File: src/rtl/i2p_pkg.sv
`timescale 1ns / 1ps
// ----------------------------------------------------------------------------
// i2p_pkg
// Shared constants, types and character classes for the infix to postfix
// converter.
// ----------------------------------------------------------------------------
package i2p_pkg;

  localparam int STACK_DEPTH = 32;
  localparam int CNT_W       = $clog2(STACK_DEPTH + 1);
  localparam int ADDR_W      = $clog2(STACK_DEPTH);
  localparam int CHAR_W      = 8;

  localparam logic [CHAR_W-1:0] CH_CARET  = 8'h5E;
  localparam logic [CHAR_W-1:0] CH_STAR   = 8'h2A;
  localparam logic [CHAR_W-1:0] CH_SLASH  = 8'h2F;
  localparam logic [CHAR_W-1:0] CH_PLUS   = 8'h2B;
  localparam logic [CHAR_W-1:0] CH_MINUS  = 8'h2D;
  localparam logic [CHAR_W-1:0] CH_LPAREN = 8'h28;
  localparam logic [CHAR_W-1:0] CH_LSQ    = 8'h5B;
  localparam logic [CHAR_W-1:0] CH_LCURLY = 8'h7B;
  localparam logic [CHAR_W-1:0] CH_RPAREN = 8'h29;
  localparam logic [CHAR_W-1:0] CH_RSQ    = 8'h5D;
  localparam logic [CHAR_W-1:0] CH_RCURLY = 8'h7D;
  localparam logic [CHAR_W-1:0] CH_SPACE  = 8'h20;
  localparam logic [CHAR_W-1:0] CH_TAB    = 8'h09;
  localparam logic [CHAR_W-1:0] CH_CR     = 8'h0D;
  localparam logic [CHAR_W-1:0] CH_ZERO   = 8'h30;
  localparam logic [CHAR_W-1:0] CH_NINE   = 8'h39;
  localparam logic [CHAR_W-1:0] CH_UP_A   = 8'h41;
  localparam logic [CHAR_W-1:0] CH_UP_Z   = 8'h5A;
  localparam logic [CHAR_W-1:0] CH_LO_A   = 8'h61;
  localparam logic [CHAR_W-1:0] CH_LO_Z   = 8'h7A;

  typedef enum logic [1:0] {
    KIND_SYMBOL,
    KIND_DONE,
    KIND_UNBAL,
    KIND_OVERFLOW
  } kind_t;

  typedef enum logic [1:0] {
    ST_IDLE,
    ST_RUN,
    ST_FLUSH
  } state_t;

  typedef struct packed {
    logic              push;
    logic              pop;
    logic              clear;
    logic [CHAR_W-1:0] data;
  } stack_cmd_t;

  typedef struct packed {
    logic [CNT_W-1:0]  count;
    logic [CHAR_W-1:0] top;
  } stack_stat_t;

  typedef struct packed {
    logic [CHAR_W-1:0] ch;
    kind_t             kind;
  } result_t;

  function automatic logic [1:0] prio(input logic [CHAR_W-1:0] ch);
    logic [1:0] p;
    case (ch)
      CH_CARET:           p = 2'd3;
      CH_STAR, CH_SLASH:  p = 2'd2;
      CH_PLUS, CH_MINUS:  p = 2'd1;
      default:            p = 2'd0;
    endcase
    return p;
  endfunction

  function automatic logic is_open(input logic [CHAR_W-1:0] ch);
    return (ch == CH_LPAREN) || (ch == CH_LSQ) || (ch == CH_LCURLY);
  endfunction

  function automatic logic is_close(input logic [CHAR_W-1:0] ch);
    return (ch == CH_RPAREN) || (ch == CH_RSQ) || (ch == CH_RCURLY);
  endfunction

  function automatic logic is_blank(input logic [CHAR_W-1:0] ch);
    return (ch == CH_SPACE) || ((ch >= CH_TAB) && (ch <= CH_CR));
  endfunction

  function automatic logic is_alnum(input logic [CHAR_W-1:0] ch);
    return ((ch >= CH_ZERO) && (ch <= CH_NINE)) ||
           ((ch >= CH_UP_A) && (ch <= CH_UP_Z)) ||
           ((ch >= CH_LO_A) && (ch <= CH_LO_Z));
  endfunction

  function automatic logic [CHAR_W-1:0] open_of(input logic [CHAR_W-1:0] ch);
    logic [CHAR_W-1:0] o;
    case (ch)
      CH_RPAREN: o = CH_LPAREN;
      CH_RSQ:    o = CH_LSQ;
      default:   o = CH_LCURLY;
    endcase
    return o;
  endfunction

endpackage

File: src/rtl/i2p_ram.sv
`timescale 1ns / 1ps
// ----------------------------------------------------------------------------
// i2p_ram
// Simple dual-port synchronous RAM, one write and one registered read port.
// ----------------------------------------------------------------------------
module i2p_ram #(
  parameter int DEPTH = 32,
  parameter int WIDTH = 8
) (
  input  logic                     clk,
  input  logic                     wr_en,
  input  logic [$clog2(DEPTH)-1:0] wr_addr,
  input  logic [WIDTH-1:0]         wr_data,
  input  logic                     rd_en,
  input  logic [$clog2(DEPTH)-1:0] rd_addr,
  output logic [WIDTH-1:0]         rd_data
);

  logic [WIDTH-1:0] mem [DEPTH];

  always_ff @(posedge clk) begin
    if (wr_en) begin
      mem[wr_addr] <= wr_data;
    end
  end

  always_ff @(posedge clk) begin
    if (rd_en) begin
      rd_data <= mem[rd_addr];
    end
  end

endmodule

File: src/rtl/i2p_stack.sv
`timescale 1ns / 1ps
// ----------------------------------------------------------------------------
// i2p_stack
// Operator stack held in RAM; keeps the count and presents the top entry,
// taken from the read port after a pop and from a register after a push.
// ----------------------------------------------------------------------------
module i2p_stack
  import i2p_pkg::*;
(
  input  logic        clk,
  input  logic        rst,
  input  stack_cmd_t  cmd,
  output stack_stat_t stat
);

  logic [CNT_W-1:0]  count;
  logic [CNT_W-1:0]  cnt_m2;
  logic [CHAR_W-1:0] top_reg;
  logic              top_sel;
  logic [CHAR_W-1:0] rd_data;
  logic              rd_en;

  assign cnt_m2 = count - CNT_W'(2);
  assign rd_en  = cmd.pop && (count >= CNT_W'(2));

  i2p_ram #(
    .DEPTH (STACK_DEPTH),
    .WIDTH (CHAR_W)
  ) u_ram (
    .clk     (clk),
    .wr_en   (cmd.push),
    .wr_addr (count[ADDR_W-1:0]),
    .wr_data (cmd.data),
    .rd_en   (rd_en),
    .rd_addr (cnt_m2[ADDR_W-1:0]),
    .rd_data (rd_data)
  );

  always_ff @(posedge clk) begin
    if (rst) begin
      count   <= '0;
      top_sel <= 1'b0;
    end else if (cmd.clear) begin
      count <= '0;
    end else if (cmd.push) begin
      count   <= count + CNT_W'(1);
      top_sel <= 1'b0;
    end else if (cmd.pop) begin
      count   <= count - CNT_W'(1);
      top_sel <= 1'b1;
    end
  end

  always_ff @(posedge clk) begin
    if (cmd.push) begin
      top_reg <= cmd.data;
    end
  end

  assign stat.count = count;
  assign stat.top   = top_sel ? rd_data : top_reg;

endmodule

File: src/rtl/i2p_ctrl.sv
`timescale 1ns / 1ps
// ----------------------------------------------------------------------------
// i2p_ctrl
// Per-item sequencer: classifies the character, drives stack pushes and
// pops, and holds one result back so the final one can carry last.
// ----------------------------------------------------------------------------
module i2p_ctrl
  import i2p_pkg::*;
(
  input  logic        clk,
  input  logic        rst,
  input  logic        s_tvalid,
  output logic        s_tready,
  input  logic [7:0]  s_tdata,
  input  logic        s_tlast,
  output logic        m_tvalid,
  input  logic        m_tready,
  output logic [7:0]  m_tdata,
  output logic [1:0]  m_tuser,
  output logic        m_tlast,
  input  stack_stat_t stat,
  output stack_cmd_t  cmd
);

  state_t            state;
  state_t            state_next;
  logic [CHAR_W-1:0] ch_q;
  logic              end_q;
  logic              skipping;
  logic              pend_v;
  result_t           pend;

  logic              emit;
  logic              done;
  result_t           res_new;
  stack_cmd_t        cmd_raw;
  logic              skip_set;
  logic              skip_clr;
  logic              stack_full;
  logic              nonempty;
  logic              need_out;
  logic              out_free;
  logic              go;

  logic              load_out;
  result_t           out_res;
  logic              out_last;
  logic              pend_load;
  logic              pend_clr;

  assign stack_full = stat.count >= CNT_W'(STACK_DEPTH);
  assign nonempty   = stat.count != '0;
  assign out_free   = !m_tvalid || m_tready;

  // action for one step of the current item
  always_comb begin
    emit     = 1'b0;
    done     = 1'b0;
    res_new  = '{ch: '0, kind: KIND_SYMBOL};
    cmd_raw  = '{push: 1'b0, pop: 1'b0, clear: 1'b0, data: ch_q};
    skip_set = 1'b0;
    skip_clr = 1'b0;
    if (end_q) begin
      if (skipping) begin
        skip_clr      = 1'b1;
        cmd_raw.clear = 1'b1;
        done          = 1'b1;
      end else if (nonempty && !is_open(stat.top)) begin
        emit        = 1'b1;
        res_new.ch  = stat.top;
        cmd_raw.pop = 1'b1;
      end else begin
        emit          = 1'b1;
        res_new.kind  = nonempty ? KIND_UNBAL : KIND_DONE;
        cmd_raw.clear = 1'b1;
        done          = 1'b1;
      end
    end else if (skipping || is_blank(ch_q)) begin
      done = 1'b1;
    end else if (is_alnum(ch_q)) begin
      emit       = 1'b1;
      res_new.ch = ch_q;
      done       = 1'b1;
    end else if (is_close(ch_q)) begin
      if (nonempty && !is_open(stat.top)) begin
        emit        = 1'b1;
        res_new.ch  = stat.top;
        cmd_raw.pop = 1'b1;
      end else if (nonempty && (stat.top == open_of(ch_q))) begin
        cmd_raw.pop = 1'b1;
        done        = 1'b1;
      end else begin
        emit          = 1'b1;
        res_new.kind  = KIND_UNBAL;
        cmd_raw.clear = 1'b1;
        skip_set      = 1'b1;
        done          = 1'b1;
      end
    end else if (!is_open(ch_q) && nonempty && (prio(ch_q) <= prio(stat.top))) begin
      emit        = 1'b1;
      res_new.ch  = stat.top;
      cmd_raw.pop = 1'b1;
    end else if (stack_full) begin
      emit          = 1'b1;
      res_new.kind  = KIND_OVERFLOW;
      cmd_raw.clear = 1'b1;
      skip_set      = 1'b1;
      done          = 1'b1;
    end else begin
      cmd_raw.push = 1'b1;
      done         = 1'b1;
    end
  end

  assign need_out = emit ? (pend_v || done) : (done && pend_v);
  assign go       = (state == ST_RUN) && !(need_out && !out_free);

  // result routing through the held slot
  always_comb begin
    load_out  = 1'b0;
    out_res   = pend;
    out_last  = 1'b0;
    pend_load = 1'b0;
    pend_clr  = 1'b0;
    if (go) begin
      if (emit && pend_v) begin
        load_out  = 1'b1;
        pend_load = 1'b1;
      end else if (emit) begin
        if (done) begin
          load_out = 1'b1;
          out_res  = res_new;
          out_last = 1'b1;
        end else begin
          pend_load = 1'b1;
        end
      end else if (done && pend_v) begin
        load_out = 1'b1;
        out_last = 1'b1;
        pend_clr = 1'b1;
      end
    end else if ((state == ST_FLUSH) && out_free) begin
      load_out = 1'b1;
      out_last = 1'b1;
      pend_clr = 1'b1;
    end
  end

  always_comb begin
    state_next = state;
    case (state)
      ST_IDLE: begin
        if (s_tvalid) begin
          state_next = ST_RUN;
        end
      end
      ST_RUN: begin
        if (go && done) begin
          state_next = (emit && pend_v) ? ST_FLUSH : ST_IDLE;
        end
      end
      ST_FLUSH: begin
        if (out_free) begin
          state_next = ST_IDLE;
        end
      end
      default: state_next = ST_IDLE;
    endcase
  end

  always_comb begin
    s_tready  = (state == ST_IDLE);
    cmd       = cmd_raw;
    cmd.push  = cmd_raw.push && go;
    cmd.pop   = cmd_raw.pop && go;
    cmd.clear = cmd_raw.clear && go;
  end

  always_ff @(posedge clk) begin
    if (rst) begin
      state    <= ST_IDLE;
      skipping <= 1'b0;
      pend_v   <= 1'b0;
      m_tvalid <= 1'b0;
    end else begin
      state <= state_next;
      if (go && skip_set) begin
        skipping <= 1'b1;
      end else if (go && skip_clr) begin
        skipping <= 1'b0;
      end
      if (pend_load) begin
        pend_v <= 1'b1;
      end else if (pend_clr) begin
        pend_v <= 1'b0;
      end
      if (load_out) begin
        m_tvalid <= 1'b1;
      end else if (m_tready) begin
        m_tvalid <= 1'b0;
      end
    end
  end

  always_ff @(posedge clk) begin
    if (s_tvalid && s_tready) begin
      ch_q  <= s_tdata;
      end_q <= s_tlast;
    end
    if (pend_load) begin
      pend <= res_new;
    end
    if (load_out) begin
      m_tdata <= out_res.ch;
      m_tuser <= out_res.kind;
      m_tlast <= out_last;
    end
  end

endmodule

File: src/rtl/infix_to_postfix_converter.sv
`timescale 1ns / 1ps
// ----------------------------------------------------------------------------
// infix_to_postfix_converter
// Shunting-yard converter: infix characters in, postfix characters and
// expression status out, operator stack kept in a RAM.
// ----------------------------------------------------------------------------
//   channel  | direction | tdata          | tuser      | tlast
//   s_*      | in        | in_char [7:0]  | -          | is_end
//   m_*      | out       | out_char [7:0] | kind [1:0] | last
//
// an item that passes a symbol or pushes is accepted, then executed
// each entry popped before the final step adds an execute step; the stack RAM read
// port delivers the new top in the cycle after the pop
// an end marker or failing bracket that popped adds a flush step for the held item
// one item is taken at a time; a full output register stalls the sequencer
// reset clears count, error flag and handshakes; no memory clearing pass
// ----------------------------------------------------------------------------
module infix_to_postfix_converter
  import i2p_pkg::*;
(
  input  logic       clk,
  input  logic       rst,
  input  logic       s_tvalid,
  output logic       s_tready,
  input  logic [7:0] s_tdata,   // in_char [7:0]
  input  logic       s_tlast,
  output logic       m_tvalid,
  input  logic       m_tready,
  output logic [7:0] m_tdata,   // out_char [7:0]
  output logic [1:0] m_tuser,   // kind [1:0]
  output logic       m_tlast
);

  stack_cmd_t  cmd;
  stack_stat_t stat;

  i2p_ctrl u_ctrl (
    .clk      (clk),
    .rst      (rst),
    .s_tvalid (s_tvalid),
    .s_tready (s_tready),
    .s_tdata  (s_tdata),
    .s_tlast  (s_tlast),
    .m_tvalid (m_tvalid),
    .m_tready (m_tready),
    .m_tdata  (m_tdata),
    .m_tuser  (m_tuser),
    .m_tlast  (m_tlast),
    .stat     (stat),
    .cmd      (cmd)
  );

  i2p_stack u_stack (
    .clk  (clk),
    .rst  (rst),
    .cmd  (cmd),
    .stat (stat)
  );

endmodule

File: config.mk
export PLATFORM = sky130hd
export DESIGN_NAME = infix_to_postfix_converter
export DESIGN_NICKNAME = d
export VERILOG_FILES = /design/src/rtl/i2p_pkg.sv /design/src/rtl/i2p_ram.sv /design/src/rtl/i2p_stack.sv /design/src/rtl/i2p_ctrl.sv /design/src/rtl/infix_to_postfix_converter.sv
export SDC_FILE = /design/constraint.sdc
export NUM_CORES = 1
export LEC_CHECK = 0
export BUFFER_PORTS_ARGS = -buffer_cell sky130_fd_sc_hd__buf_2
export CAP_MARGIN = 20
export CORE_MARGIN = 1.5
export CORE_UTILIZATION = 60
export CTS_BUF_LIST = sky130_fd_sc_hd__clkbuf_2
export DETAILED_ROUTE_END_ITERATION = 7
export HOLD_SLACK_MARGIN = 0.08
export PLACE_DENSITY = 0.88
export RECOVER_POWER = 50
export SYNTH_ARGS = -nofsm -noshare
export SYNTH_HDL_FRONTEND = slang
export SYNTH_SLANG_ARGS = --single-unit
File: constraint.sdc
create_clock -name clk -period 7.4 [get_ports clk]
set_input_delay 0.37 -clock clk [delete_from_list [all_inputs] [get_ports clk]]
set_output_delay 0.37 -clock clk [all_outputs]
set_load 0.01 [all_outputs]
==> results.sh <==
export IMPL_status="complete, but fails checks"
export IMPL_grt_pass1_wl_um=44350
export IMPL_n_fill_cell=1410
export IMPL_start_kind="flop"
export IMPL_setup_viol=0
export IMPL_seqPwrFrac=0.462
export IMPL_first_pass_iters=5
export IMPL_syn_nets=732
export IMPL_ant_nets=0
export IMPL_ys_seq_area_frac=0.6993
export IMPL_synthArstFlopShare=0
export IMPL_ir_drop_uv=199.9
export IMPL_antenna_found_initial=2
export IMPL_drv_slew=106
export IMPL_power_frac_comb=0.290
export IMPL_synth_xor_area_share=0.004606
export IMPL_vias=7370
export IMPL_final_layout_size_suffix_gt1_frac=0.3006
export IMPL_netlist_area_um2=13310
export IMPL_yosys_cell_types_count=76
export IMPL_rr_worst_depth=17
export IMPL_critPathArrivalTime_ns=7.05
export IMPL_syn_to_final_growth_pct=9.108
export IMPL_violations="capacitance limit, slew limit"
export IMPL_die_area_um2=23090
export IMPL_start_util=0.6100
export IMPL_synth_fa_ha_area_frac=0.009023
export IMPL_nNetsFinal=826
export IMPL_die_w_um=152.0
export IMPL_powerDensity_nw_per_um2=322.9
export IMPL_track_usage=0.2588
export IMPL_gp_congestion=0.8842
export IMPL_overflow=0
export IMPL_cts_tree="yes"
export IMPL_drtIter0Drc=859
export IMPL_hold_viol_final=0
export IMPL_slew_headroom=-0.3643
export IMPL_gr_usage_met2=0.4221
export IMPL_finalSetupTns_ns=0
export IMPL_min_path_type="in2reg"
export IMPL_holdPathStages=2
export IMPL_fp_dieH_um=152.0
export IMPL_synth_compound_area_frac=0.04145
export IMPL_met1_usage=0.3363
export IMPL_wl_per_cell_um=25.45
export IMPL_h_tree_depth=3
export IMPL_cp_end_kind="flop"
export IMPL_synthMuxAreaShare=0.1594
export IMPL_finalWirelength_um=28910
export IMPL_hpwl_um=17880
export IMPL_drc=0
export IMPL_worstSetupPathType="reg2reg"
export IMPL_worstMarginPinSlew_ns=2.046
export IMPL_crit_fanout=29
export IMPL_yosys_area_share_simple=0.07153
export IMPL_synthTopCellsByCount="302 x edfxtp_1, 80 x mux4_2, 48 x nor2_1, 19 x mux2_2, 15 x a21oi_1"
export IMPL_top_usage_layer="met2"
export IMPL_finalClockSkew_ns=0.07112
export IMPL_ys_top_cells_by_area="edfxtp_1 68%, mux4_2 14%, dfxtp_1 1.8%, mux2_2 1.6%, nor2_1 1.4%"
export IMPL_p_sw_mw=1.488
export IMPL_cap_violations=2
export IMPL_worstPathRequired_ns=8.10
export IMPL_reg_largest_list="u_stack.u_ram.mem x256, u_ctrl.pend x10"
export IMPL_clock_sinks=314
export IMPL_yosysWarnings=0
export IMPL_num_rows=54
export IMPL_multiInputGateArea_um2=3790
export IMPL_max_clock_freq_mhz=157.5
export IMPL_leakagePower_nw=4.592
export IMPL_final_area_um2=14520
export IMPL_max_flop_register="u_stack.u_ram.mem"
export IMPL_synth_edff_count=302
export IMPL_cts_resized_gates=0
export IMPL_clkTransAtPathRegs_ns=0.11
export IMPL_gr_usage_met3=0.06332
export IMPL_dpl_instance_area_um2=13740
export IMPL_ios=26
export IMPL_holdWs_ns=0.2719
export IMPL_vias_per_cell=6.488
export IMPL_syn_inst=710
export IMPL_ys_ff_latch=314
export IMPL_io_buffers=25
export IMPL_rsz0062_at_grt="false"
export IMPL_synthFlopType="edfxtp_1"
export IMPL_grt_max_degree=73
export IMPL_synth_top_area_share=0.6813
export IMPL_largest_reg_flops=256
export IMPL_finalCritPeriodShare=0.8582
export IMPL_clkLatencyLatePin_ns=0.86
export IMPL_clkPwrFrac=0.248
export IMPL_finalWorstPathRequiredPeriod_ns=6.351
export IMPL_regArea_um2=9313
export IMPL_cts_buffers=73
export IMPL_p_int_mw=3.201
export IMPL_cts_setup_buffers=0
export IMPL_synth_most_common_cell="edfxtp_1"
export IMPL_synth_top_cell_by_area="edfxtp_1"
export IMPL_synth_top_family_by_area="multiplexers"
export IMPL_grt_pass1_vias=7484
export IMPL_avgSynthCellArea_um2=18.75
export IMPL_power_mw=4.689
export IMPL_cts_root_buf="clkbuf_2"
export IMPL_core_um2=21820
export IMPL_utilization=0.6655
export IMPL_switching_share=0.3173
export IMPL_cts_buffer_depth=3
## power by group through the flow
stage / Sequential [mW] / Combinational (mW) / Clock [mW]
4_1_cts: 2.16 / 1.34 / 1.19
6_report: 2.16 / 1.36 / 1.16
3_5_place_dp: 2.20 / 1.33 / 0
2_1_floorplan: 2.16 / 1.02 / 0
3_3_place_gp: 2.20 / 1.27 / 0
5_1_grt: 2.18 / 1.45 / 1.26
## cell usage in the layout, fill, tap and decap left out, drive strengths merged, types with 6 or more instances in the layout
master	n
mux2i	8
nand2	13
nor3	12
a21oi	16
or2	6
nor2	50
nor2b	7
inv	14
nand3	7
or3	8
mux2	21
o22ai	8
o21ai	13
and2	7
ha	8
buf	19
clkinv	19
dlygate4sd3	12
dfxtp	12
mux4	80
clkbuf	120
nand4	9
edfxtp	302
nand2b	12
## critical path, stage by stage, from the launching register on
cell and delay [ns]:
edfxtp_1 0.83, clkbuf_1 1.14, and4b_1 0.44, a31oi_1 0.11, or4_1 0.55, nor3_1 0.29
o2111a_1 0.29, a211o_1 0.53, and2_4 0.36, inv_1 0.13, ha_1 0.32, a21o_1 0.19
a21oi_1 0.22, nor2b_1 0.07, o21ai_0 0.15, nand2b_1 0.11, or3_1 0.31, and4bb_1 0.20
## metrics by stage
step	instances	setup WS [ns]
after floorplan	710	2.176
after global placement	995	1.673
after detailed placement	996	1.505
after CTS	1134	1.444
after global routing	1136	0.7190
final	1136	1.049
## final cells by class
cell class	instances	share of cell area
clock inverter	26	0.01456
multi-input combinational	352	0.2609
antenna	1	0.0001723
tap	280	0.02412
sequential	314	0.6412
clock buffer	100	0.03446
timing repair buffer	51	0.02145
inverter	12	0.003101
## final timing paths
kind                       endpoint  slack (ns)            from
setup / recovery   u_stack.count[5]        1.05  u_ctrl.ch_q[2]
hold / removal       u_ctrl.ch_q[5]        0.27      s_tdata[5]
setup reg to reg   u_stack.count[5]        1.05  u_ctrl.ch_q[2]
hold reg to reg   u_ctrl.m_tdata[7]        0.53  u_ctrl.pend[9]
## metal layers
metal	up-vias	wire length, µm
met5	-	8
met4	2	923
met3	66	2567
met2	425	14560
met1	3731	10850
li1	3146	-
## cell families after synthesis
| logic type | after synthesis |
|---|---|
| xor+xnor | 7 |
| flops | 314 |
| mux | 109 |
| fa+ha+maj | 9 |
| simple gates | 153 |
| compound gates | 74 |
| buf+inv | 44 |
## timing repair
action	4_1_cts	5_1_grt
endpoints found under the setup margin	0	0
hold endpoints to repair	25	0
hold buffers	12	0
Note: power is estimated with default switching activity, not from simulation.
